[config.mk]
export PLATFORM = sky130hd
export DESIGN_NAME = line_raster_cell_emitter
export DESIGN_NICKNAME = d
export VERILOG_FILES = /design/src/rtl/lrce_pkg.sv /design/src/rtl/line_raster_cell_emitter.sv /design/src/rtl/lrce_ctrl.sv /design/src/rtl/lrce_dp.sv
export SDC_FILE = /design/constraint.sdc
export NUM_CORES = 1
export LEC_CHECK = 0
export ABC_CLOCK_PERIOD_IN_PS = 8600
export BUFFER_PORTS_ARGS = -buffer_cell sky130_fd_sc_hd__buf_4
export CAP_MARGIN = 10
export CORE_ASPECT_RATIO = 0.7
export CORE_MARGIN = 1.5
export CORE_UTILIZATION = 34
export CTS_CLUSTER_DIAMETER = 30
export DETAILED_ROUTE_END_ITERATION = 10
export HOLD_SLACK_MARGIN = 0.1
export SETUP_SLACK_MARGIN = 0.02
export SLEW_MARGIN = 20
export SYNTH_ARGS = -nofsm -noshare
export SYNTH_HDL_FRONTEND = slang
export SYNTH_HIERARCHICAL = 1
export SYNTH_SLANG_ARGS = --single-unit
[constraint.sdc]
create_clock -name aclk -period 8.6 [get_ports aclk]
set_input_delay 1.72 -clock aclk [delete_from_list [all_inputs] [get_ports aclk]]
set_output_delay 1.72 -clock aclk [all_outputs]
set_load 0.02 [all_outputs]
[src/rtl/lrce_pkg.sv]
// Shared constants, state encoding and control structures of the line raster cell emitter.
`default_nettype none

package lrce_pkg;

    localparam int LRCE_COORD_BITS = 6;

    typedef enum logic [1:0] {
        ST_IDLE,
        ST_SETUP,
        ST_RUN
    } lrce_state_t;

    typedef struct packed {
        logic load;
        logic init;
        logic step;
    } lrce_cmd_t;

    typedef struct packed {
        logic out_free;
        logic at_end;
    } lrce_status_t;

endpackage

`default_nettype wire

[src/rtl/line_raster_cell_emitter.sv]
// Top level of the line raster cell emitter: integer Bresenham rasterization of one segment.
//
// A segment arrives as one beat on the s_ channel and leaves as one beat per marked cell on
// the m_ channel, in drawing order, with m_tlast set on the final cell. Shallow segments run
// from the endpoint with the smaller column, steep ones from the endpoint with the smaller row.
// Each cell carries its column, row and row-major address row * row_width + column, kept to
// 2*COORD_BITS bits. The cfg_ channel writes row_width; it is always ready and should only be
// written while no segment is in flight.
// Sequence: the input beat's edge loads the segment, the setup state sets up the error term and
// the run state then steps the first cell into the output register. After that one cell is
// produced per cycle while the receiver accepts; a segment has N cells, where N is the larger
// coordinate span plus one, at most 2**COORD_BITS. The per-cell loop is one error update and
// one stride multiply.
// s_tready is high only while the block is idle; it rises again as the last cell enters
// the output register, so the next segment is taken while that cell still waits.
// When the receiver stalls, the cell in the output register holds and stepping pauses.
// Reset (aresetn low, synchronous) empties the output, returns to idle and sets
// row_width to 2**COORD_BITS.
`default_nettype none

module line_raster_cell_emitter
    import lrce_pkg::*;
#(
    parameter int COORD_BITS = LRCE_COORD_BITS
) (
    input  wire logic                                  aclk,
    input  wire logic                                  aresetn,
    // s_tdata fields from bit 0 up: start_x, start_y, end_x, end_y.
    input  wire logic [((4*COORD_BITS+7)/8)*8-1:0]     s_tdata,
    input  wire logic                                  s_tvalid,
    output logic                                       s_tready,
    // m_tdata fields from bit 0 up: cell_x, cell_y, cell_address.
    output logic [((4*COORD_BITS+7)/8)*8-1:0]          m_tdata,
    output logic                                       m_tvalid,
    input  wire logic                                  m_tready,
    output logic                                       m_tlast,
    input  wire logic [COORD_BITS:0]                   cfg_data,
    input  wire logic                                  cfg_valid,
    output logic                                       cfg_ready
);

    lrce_cmd_t    cmd;
    lrce_status_t status;

    assign cfg_ready = 1'b1;

    lrce_ctrl u_ctrl (
        .aclk     (aclk),
        .aresetn  (aresetn),
        .s_tvalid (s_tvalid),
        .s_tready (s_tready),
        .status   (status),
        .cmd      (cmd)
    );

    lrce_dp #(
        .COORD_BITS (COORD_BITS)
    ) u_dp (
        .aclk     (aclk),
        .aresetn  (aresetn),
        .cmd      (cmd),
        .status   (status),
        .in_data  (s_tdata),
        .cfg_we   (cfg_valid && cfg_ready),
        .cfg_data (cfg_data),
        .m_tready (m_tready),
        .m_tvalid (m_tvalid),
        .m_tdata  (m_tdata),
        .m_tlast  (m_tlast)
    );

endmodule

`default_nettype wire

[src/rtl/lrce_ctrl.sv]
// Controller state machine that sequences segment load, setup and per-cell stepping.
`default_nettype none

module lrce_ctrl
    import lrce_pkg::*;
(
    input  wire logic         aclk,
    input  wire logic         aresetn,
    input  wire logic         s_tvalid,
    output logic              s_tready,
    input  wire lrce_status_t status,
    output lrce_cmd_t         cmd
);

    lrce_state_t state_reg;
    lrce_state_t state_next;

    always_ff @(posedge aclk) begin
        if (!aresetn) begin
            state_reg <= ST_IDLE;
        end else begin
            state_reg <= state_next;
        end
    end

    always_comb begin
        state_next = state_reg;
        s_tready   = 1'b0;
        cmd        = '0;
        unique case (state_reg)
            ST_IDLE: begin
                s_tready = 1'b1;
                if (s_tvalid) begin
                    cmd.load   = 1'b1;
                    state_next = ST_SETUP;
                end
            end
            ST_SETUP: begin
                cmd.init   = 1'b1;
                state_next = ST_RUN;
            end
            ST_RUN: begin
                if (status.out_free) begin
                    cmd.step = 1'b1;
                    if (status.at_end) begin
                        state_next = ST_IDLE;
                    end
                end
            end
            default: begin
                state_next = ST_IDLE;
            end
        endcase
    end

    a_accept_to_setup: assert property (@(posedge aclk) disable iff (!aresetn)
        (s_tvalid && s_tready) |=> (state_reg == ST_SETUP))
        else $error("accepted segment did not enter setup");

    a_end_to_idle: assert property (@(posedge aclk) disable iff (!aresetn)
        (state_reg == ST_RUN && status.out_free && status.at_end) |=> (state_reg == ST_IDLE))
        else $error("final cell did not return the controller to idle");

    a_ready_only_idle: assert property (@(posedge aclk) disable iff (!aresetn)
        s_tready |-> (state_reg == ST_IDLE))
        else $error("input ready raised outside idle");

endmodule

`default_nettype wire

[src/rtl/lrce_dp.sv]
// Datapath holding the segment, the Bresenham error term, the stride register and the output register.
`default_nettype none

module lrce_dp
    import lrce_pkg::*;
#(
    parameter int COORD_BITS = LRCE_COORD_BITS
) (
    input  wire logic                                      aclk,
    input  wire logic                                      aresetn,
    input  wire lrce_cmd_t                                 cmd,
    output lrce_status_t                                   status,
    input  wire logic [((4*COORD_BITS+7)/8)*8-1:0]         in_data,
    input  wire logic                                      cfg_we,
    input  wire logic [COORD_BITS:0]                       cfg_data,
    input  wire logic                                      m_tready,
    output logic                                           m_tvalid,
    output logic [((4*COORD_BITS+7)/8)*8-1:0]              m_tdata,
    output logic                                           m_tlast
);

    localparam int C      = COORD_BITS;
    localparam int EW     = C + 3;
    localparam int AW     = 2 * C;
    localparam int DATA_W = ((4 * C + 7) / 8) * 8;
    localparam logic [C:0] ROW_WIDTH_RESET = (C + 1)'(1) << C;

    logic [C-1:0]          x1_reg, y1_reg, x2_reg, y2_reg;
    logic [C-1:0]          major_reg, minor_reg, major_end_reg;
    logic                  steep_reg, minor_up_reg;
    logic signed [EW-1:0]  e_reg, inc_keep_reg, inc_move_reg;
    logic [C:0]            row_width_reg;
    logic [C-1:0]          out_x_reg, out_y_reg;
    logic [AW-1:0]         out_addr_reg;
    logic                  out_last_reg, out_valid_reg;

    logic [C:0]            dx, dy;
    logic [C-1:0]          adx, ady, amaj, amin;
    logic [C-1:0]          maj_start, min_start, maj_end;
    logic                  steep, same_sign, fwd;
    logic signed [EW-1:0]  keep_w, move_w;
    logic                  take_minor;
    logic [C-1:0]          cell_x, cell_y;
    logic [2*C:0]          prod;
    logic [2*C:0]          addr_sum;

    always_comb begin
        dx  = {1'b0, x2_reg} - {1'b0, x1_reg};
        dy  = {1'b0, y2_reg} - {1'b0, y1_reg};
        adx = dx[C] ? C'(-dx) : dx[C-1:0];
        ady = dy[C] ? C'(-dy) : dy[C-1:0];
        steep     = ady > adx;
        same_sign = (dx[C] && dy[C]) ||
                    (!dx[C] && (dx != '0) && !dy[C] && (dy != '0));
        if (steep) begin
            fwd       = !dy[C];
            amaj      = ady;
            amin      = adx;
            maj_start = fwd ? y1_reg : y2_reg;
            min_start = fwd ? x1_reg : x2_reg;
            maj_end   = fwd ? y2_reg : y1_reg;
        end else begin
            fwd       = !dx[C];
            amaj      = adx;
            amin      = ady;
            maj_start = fwd ? x1_reg : x2_reg;
            min_start = fwd ? y1_reg : y2_reg;
            maj_end   = fwd ? x2_reg : x1_reg;
        end
        keep_w = $signed({2'b00, amin, 1'b0});
        move_w = keep_w - $signed({2'b00, amaj, 1'b0});
    end

    always_comb begin
        if (steep_reg) begin
            take_minor = !e_reg[EW-1] && (e_reg != '0);
            cell_x     = minor_reg;
            cell_y     = major_reg;
        end else begin
            take_minor = !e_reg[EW-1];
            cell_x     = major_reg;
            cell_y     = minor_reg;
        end
        prod     = {{(C + 1){1'b0}}, cell_y} * {{C{1'b0}}, row_width_reg};
        addr_sum = prod + {(C + 1)'(0), cell_x};
    end

    assign status.out_free = !out_valid_reg || m_tready;
    assign status.at_end   = (major_reg == major_end_reg);

    always_ff @(posedge aclk) begin
        if (!aresetn) begin
            row_width_reg <= ROW_WIDTH_RESET;
        end else if (cfg_we) begin
            row_width_reg <= cfg_data;
        end
    end

    always_ff @(posedge aclk) begin
        if (cmd.load) begin
            x1_reg <= in_data[C-1:0];
            y1_reg <= in_data[2*C-1:C];
            x2_reg <= in_data[3*C-1:2*C];
            y2_reg <= in_data[4*C-1:3*C];
        end
        if (cmd.init) begin
            major_reg     <= maj_start;
            minor_reg     <= min_start;
            major_end_reg <= maj_end;
            steep_reg     <= steep;
            minor_up_reg  <= same_sign;
            e_reg         <= keep_w - $signed({3'b000, amaj});
            inc_keep_reg  <= keep_w;
            inc_move_reg  <= move_w;
        end else if (cmd.step) begin
            major_reg <= major_reg + C'(1);
            if (take_minor) begin
                minor_reg <= minor_up_reg ? minor_reg + C'(1) : minor_reg - C'(1);
                e_reg     <= e_reg + inc_move_reg;
            end else begin
                e_reg     <= e_reg + inc_keep_reg;
            end
        end
        if (cmd.step) begin
            out_x_reg    <= cell_x;
            out_y_reg    <= cell_y;
            out_addr_reg <= addr_sum[AW-1:0];
            out_last_reg <= status.at_end;
        end
    end

    always_ff @(posedge aclk) begin
        if (!aresetn) begin
            out_valid_reg <= 1'b0;
        end else if (cmd.step) begin
            out_valid_reg <= 1'b1;
        end else if (m_tready) begin
            out_valid_reg <= 1'b0;
        end
    end

    assign m_tvalid = out_valid_reg;
    assign m_tlast  = out_last_reg;
    assign m_tdata  = DATA_W'({out_addr_reg, out_y_reg, out_x_reg});

    a_step_into_free_slot: assert property (@(posedge aclk) disable iff (!aresetn)
        cmd.step |-> status.out_free)
        else $error("cell stepped while the output register was still occupied");

    a_step_fills_output: assert property (@(posedge aclk) disable iff (!aresetn)
        cmd.step |=> out_valid_reg)
        else $error("stepped cell did not reach the output register");

    a_major_within_end: assert property (@(posedge aclk) disable iff (!aresetn)
        cmd.step |-> (major_reg <= major_end_reg))
        else $error("major coordinate ran past the segment end");

endmodule

`default_nettype wire
; ---- Yosys cells after proc, flatten, opt, wreduce, memory -nomap -nowiden
; Cells that the tools add are included.
[op_classes]
add_sub_neg = 12
mul = 1
magnitude_cmp = 1
n_eq_ne = 6
n_mux = 37
reduce_logical = 20
[ops]
columns = operator, n
row1 = 2-to-1 mux 6 bit, 21
row2 = 2-to-1 mux 9 bit, 3
row3 = nonzero test 7 bit, 2
row4 = subtractor 6 x 6 -> 7 bit, 2
row5 = adder 12 x 6 -> 12 bit, 1
row6 = adder 6 x 1 -> 6 bit (second input constant), 2
row7 = multiplier 6 x 7 -> 12 bit, 1
row8 = negator 6 bit, 2
row9 = adder 9 x 8 -> 9 bit, 1
row10 = adder 9 bit, 1
row11 = 2-to-1 mux 1 bit, 9
row12 = nonzero test 9 bit, 1
row13 = subtractor 7 x 6 -> 8 bit, 1
row14 = subtractor 7 x 7 -> 8 bit, 1
row15 = == test 6 bit, 1
row16 = greater-than comparator 6 bit, 1
row17 = 2-to-1 mux 2 bit, 3
row18 = inequality test 2 bit (second input constant), 3
row19 = one-hot mux 2 bit (3 select lines), 1
row20 = nonzero test 2 bit, 3
row21 = subtractor 6 x 1 -> 6 bit (second input constant), 1
row22 = logical AND 1 bit, 5
row23 = zero test 1 bit, 4
row24 = AND reduction 3 bit, 1
row25 = other kinds (5), 6
[word_totals]
ff_bits = 103
inputBits = 36
out_inout_bits = 28
elab_cells = 96

; ---- Longest topological paths before layout
[depth]
depth_word = 7
depth_mapped = 30
ltp_nobuf = 26

; ---- By module
; Netlist, hierarchy kept.
[by_module_without_submodules]
columns = module, instances, cells_per_inst, area_per_inst_um2
row1 = lrce_dp, 1, 766, 7873.8
row2 = lrce_ctrl, 1, 11, 92.6
row3 = line_raster_cell_emitter, 1, 2, 11.3

; ---- Worst setup path before layout
; No wires, ideal clock.
[synth_timing]
path_kind = reg2reg
startpoint = register u_dp.x2_reg[0]
endpoint = register u_dp.e_reg[7] (data pin)
setup_time_ns = 0.263
arrival_ns = 5.679
setup_slack_ns = 2.657
path_stages_with_launch = 29
path_buffers = 4
period_less_slack_ns = 5.943
path_cell_list = edfxtp_1 > inv_1 > ha_1 > inv_1 > fa_1 > nand3_1 > and2_1 > o21ai_1 > nor2_1 > xor2_1 > inv_1 > ha_1 > clkbuf_1 > o211ai_1 > a31o_2 > nor2_1 > mux2i_4 > nand2_2 > buf_6 > buf_2 > buf_2 > mux2i_1 > ha_1 > o41a_1 > o31ai_1 > o31ai_1 > a31oi_2 > a211oi_1 > nor2_1
[synth_between]
elab_chain_len = 7
word_cells_on_any_way = 8
classes_between = add/sub (3) / order compare (1) / mux (4)
[synth_rtl]
columns = item, line
row1 = from (decl), lrce_dp.sv:28  ; logic [C-1:0] x1_reg, y1_reg, x2_reg, y2_reg;
row2 = from (signal assigned), lrce_dp.sv:103  ; x2_reg <= in_data[3*C-1:2*C];
row3 = subtractor 6 x 6 -> 7 bit (*), lrce_dp.sv:48  ; dx = {1'b0, x2_reg} - {1'b0, x1_reg};
row4 = negator 6 bit, lrce_dp.sv:50  ; adx = dx[C] ? C'(-dx) : dx[C-1:0];
row5 = 2-to-1 mux 6 bit (*), lrce_dp.sv:50
row6 = greater-than comparator 6 bit, lrce_dp.sv:52  ; steep = ady > adx;
row7 = 2-to-1 mux 6 bit (*), lrce_dp.sv:55  ; if (steep) begin
row8 = net u_dp.amin[0], lrce_dp.sv:38  ; logic [C-1:0] adx, ady, amaj, amin;
row9 = subtractor 7 x 6 -> 8 bit (*), lrce_dp.sv:112  ; e_reg <= keep_w - $signed({3'b000, amaj});
row10 = 2-to-1 mux 9 bit (*), lrce_dp.sv:106  ; if (cmd.init) begin
row11 = to (signal assigned), lrce_dp.sv:112
row12 = to (signal assigned), lrce_dp.sv:119  ; e_reg <= e_reg + inc_move_reg;
row13 = to (signal assigned), lrce_dp.sv:121  ; e_reg <= e_reg + inc_keep_reg;
row14 = to (decl), lrce_dp.sv:31  ; logic signed [EW-1:0] e_reg, inc_keep_reg, inc_move_reg;
; The timed path passes the listed nets; every way through them passes the cells marked *.
; A chain may end at the register's enable or synchronous reset.

; ---- Worst setup path in the final report
[layout_timing]
startpoint = register u_dp.x1_reg[0]
endpoint = register u_dp.e_reg[7] (data pin)
[layout_between]
elab_chain_len = 7
word_cells_on_any_way = 8
classes_between = add/sub (3) / order compare (1) / mux (4)
[layout_rtl]
columns = item, line
row1 = from (decl), lrce_dp.sv:28
row2 = from (signal assigned), lrce_dp.sv:101  ; x1_reg <= in_data[C-1:0];
row3 = subtractor 6 x 6 -> 7 bit (*), lrce_dp.sv:48
row4 = negator 6 bit, lrce_dp.sv:50
row5 = 2-to-1 mux 6 bit (*), lrce_dp.sv:50
row6 = greater-than comparator 6 bit, lrce_dp.sv:52
row7 = 2-to-1 mux 6 bit, lrce_dp.sv:55
row8 = subtractor 7 x 6 -> 8 bit (*), lrce_dp.sv:112
row9 = 2-to-1 mux 9 bit (*), lrce_dp.sv:106
; Mark *: on every way between the ends. The rest lies on a longest branch, timed or not.

==> flow_summary.json <==
{
  "outcome": "completed",
  "path_delay_family": "compound AO/OA/AOI/OAI gates",
  "ir_drop_mv": 0.1784,
  "utilization_pct": 39.63,
  "rsz0062_at_grt": "false",
  "final_antenna_net_count": 0,
  "place.gp.congestion": 0.8838,
  "grt_pass1_wl_um": 29710,
  "cts.sinks": 101,
  "syn_inst": 779,
  "critPathBufInv": 2,
  "die_w_um": 186.1,
  "largest_register_ffs": 12,
  "post-dp-hpwl_um": 14580,
  "cpMostUsedCell": "ha_1",
  "path_class": "flip-flop to flip-flop",
  "p_per_area_nw_per_um2": 319.8,
  "synth-seq-area-share_pct": 36.76,
  "insertedDiodeCount": 0,
  "vias": 5775,
  "min_period_ns": 6.771,
  "fin_ws_ns": 1.829,
  "cts_tree": "yes",
  "comb_power_share_pct": 59.9,
  "row_count": 46,
  "report.final.slew_viol_count": 0,
  "syn_avg_cell_area_um2": 10.24,
  "arrival_ns": 6.87,
  "cap_violations": 0,
  "finalCritPeriodShare_pct": 78.74,
  "post-cts-setup-buffers": 0,
  "p_sw_share_pct": 43.12,
  "setup_tns_ns": 0,
  "fin_nets": 959,
  "dieArea_um2": 24410,
  "drt_wl_total_um": 18370,
  "grt_use_total_pct": 15.57,
  "worst_pin_slew_ns": 0.9732,
  "yosys_register_bits": 101,
  "path_clk_slew_ns": 0.07,
  "drt_iter0_drc": 433,
  "critPathMaxStageDelay_ns": 0.78,
  "power.switching_uw": 1249,
  "die_h_um": 131.2,
  "antenna_found_initial": 0,
  "pin_count": 64,
  "fmax_mhz": 147.7,
  "ff2ff_setup_slack_ns": 1.83,
  "crit_path_end_kind": "flip-flop",
  "overflow": 0,
  "cp.required_ns": 8.70,
  "drc_errors": 0,
  "power_leakage_uw": 0.003746,
  "min_path_type": "flip-flop to flip-flop",
  "crit_path_start_kind": "flip-flop",
  "yosys_warnings": 6,
  "pre_cts_ws_ns": 1.893,
  "yosysTopAreaCell": "edfxtp_1",
  "coreArea_um2": 22850,
  "cts_resized": 0,
  "post_dp_cell_area_um2": 8747,
  "whs_ns": 0.5767,
  "netlist_top_cells_area": "edfxtp_1 (34%), ha_1 (10%), fa_1 (7.0%)",
  "drt-vias-per-instance": 5.035,
  "start_util_pct": 34.91,
  "setup_viol": 0,
  "area_growth_pct": 13.50,
  "power_frac_seq_pct": 25.7,
  "netlist_area_um2": 7978,
  "numCtsBuffers": 9,
  "synth-main-ff-cell": "edfxtp_1",
  "cp_slowest_cell": "o21ai_1",
  "grt_pass1_vias": 5508,
  "skew_ns": 0.008429,
  "slew_headroom_pct": 34.26,
  "wl_per_cell_um": 16.02,
  "cts_hold_buffers": 0,
  "ys_types": 79,
  "drive_above_1_share_pct": 15.93,
  "crit_fanout": 16,
  "yosys.area.top_type_share_pct": 34.25,
  "syn_nets": 908,
  "synth_edf_count": 91,
  "hold_violations": 0,
  "design_area_um2": 9055,
  "insertion_delay_ns": 0.35,
  "clk_path_buf_depth": 2,
  "htreeDepth": 3,
  "async_reset_ff_share_pct": 0,
  "internal_power_uw": 1647,
  "cp_cell_sequence": "ha_1, inv_1, fa_1, nand3_1, and2_1, o21ai_1, nor2_1, xor2_1, inv_1, ha_1, nand4_1, mux2i_1, a31oi_1, a311o_1, o221ai_1, nand2_2, mux2_2, ha_1, o41a_1, o31ai_1, o31ai_1, a31oi_2, a211oi_1, nor2_1",
  "clockPowerShare_pct": 14.4,
  "port_buffers": 62,
  "clockRootBuffer": "clkbuf_16",
  "first_pass_iters": 4,
  "grt_max_degree": 57
}
==> power by group through the flow <==
| stage | Clock [µW] | Combinational (µW) | Sequential [µW] |
|---|---|---|---|
| after global placement | 0 | 1690 | 752 |
| after global routing | 451 | 1920 | 752 |
| after detailed placement | 0 | 1710 | 754 |
| final | 417 | 1730 | 743 |
| after CTS | 431 | 1730 | 743 |
| after floorplan | 0 | 1360 | 747 |
==> layout make-up <==
type / count / area, µm²
clock buffers: 9 / 225.2
multi-input cells: 581 / 4662
fillers: 2299 / 13790
flip-flops and latches: 101 / 2933
inverters: 71 / 266.5
clock inverters: 7 / 82.58
well taps: 312 / 390.4
repair buffers: 66 / 495.5
==> tightest hold or removal path: cells and delay by family, from the launching register on <==
kind / cells / cell delay, ns
and+or+nand+nor: 1 / 0.12
DFF: 1 / 0.31
AOI/OAI and AO/OA: 1 / 0.10
==> per-stage QoR <==
stage / std cells / total power [µW]
2_1_floorplan: 779 / 2104
3_3_place_gp: 1131 / 2447
3_5_place_dp: 1131 / 2463
4_1_cts: 1147 / 2901
5_1_grt: 1147 / 3128
6_report: 1147 / 2895
==> worst paths after layout <==
check | startpoint | end | cells after the start
setup reg to reg | u_dp/x1_reg[0] | u_dp/e_reg[7] | 24
setup / recovery | u_dp/x1_reg[0] | u_dp/e_reg[7] | 24
hold reg to reg | u_dp/m_tvalid | u_dp/m_tvalid | 2
hold / removal | u_dp/m_tvalid | u_dp/m_tvalid | 2
==> cells in the mapped netlist (all sizes together) (16+ instances only) <==
library cell,n
xnor2,35
and2,23
ha,65
inv,70
a21oi,38
o211ai,24
mux2i,17
nand2,82
nor2,51
edfxtp,91
o21ai,35
mux2,23
xor2,16
fa,28
==> routing by layer <==
layer	vias up	global-route usage, %	share of wire (%)	wire (µm)
met5	-	0	0	0
met4	0	2.823	0.66	122
met3	14	2.716	4.6	846
met2	124	21.19	39	7237
met1	2741	25.27	55	10160
li1	2896	-	-	-
==> cell families (layout without fill, tap and decap cells) <==
| kind of cell | Yosys count | after routing | synth area share, % |
|---|---|---|---|
| XOR/XNOR | 51 | 51 | 5.599 |
| multiplexers | 40 | 40 | 5.944 |
| adder cells (fa/ha/maj) | 95 | 95 | 17.47 |
| flip-flops | 101 | 101 | 36.76 |
| buffers and inverters | 97 | 153 | 5.003 |
| other | 1 | 1 | 0.04701 |
| AO/OA/AOI/OAI | 175 | 175 | 15.67 |
| AND/OR/NAND/NOR | 219 | 219 | 13.50 |
==> cells in the final DEF, fill, tap and decap left out, types with 4 or more instances in the layout <==
cell type  count
ha_1          65
nor2b_1       11
inv_1         70
xor2_1        16
buf_4         66
o211ai_1      24
a31oi_1       11
mux2_2        20
clkbuf_16      9
nor3_1         5
nand4_1        4
fa_1          28
and3_1         9
o21a_1         4
and2_1        23
a21o_1         8
o21ai_0       30
xnor2_1       35
nand3_1        9
edfxtp_1      91
mux2i_1       14
nor2_1        50
a21oi_1       36
nand2_1       81
nand2b_1       5
dfxtp_1       10
a211oi_1      11
o21ai_1        5
o21bai_1       6
Power figures use the tool's default switching activity.
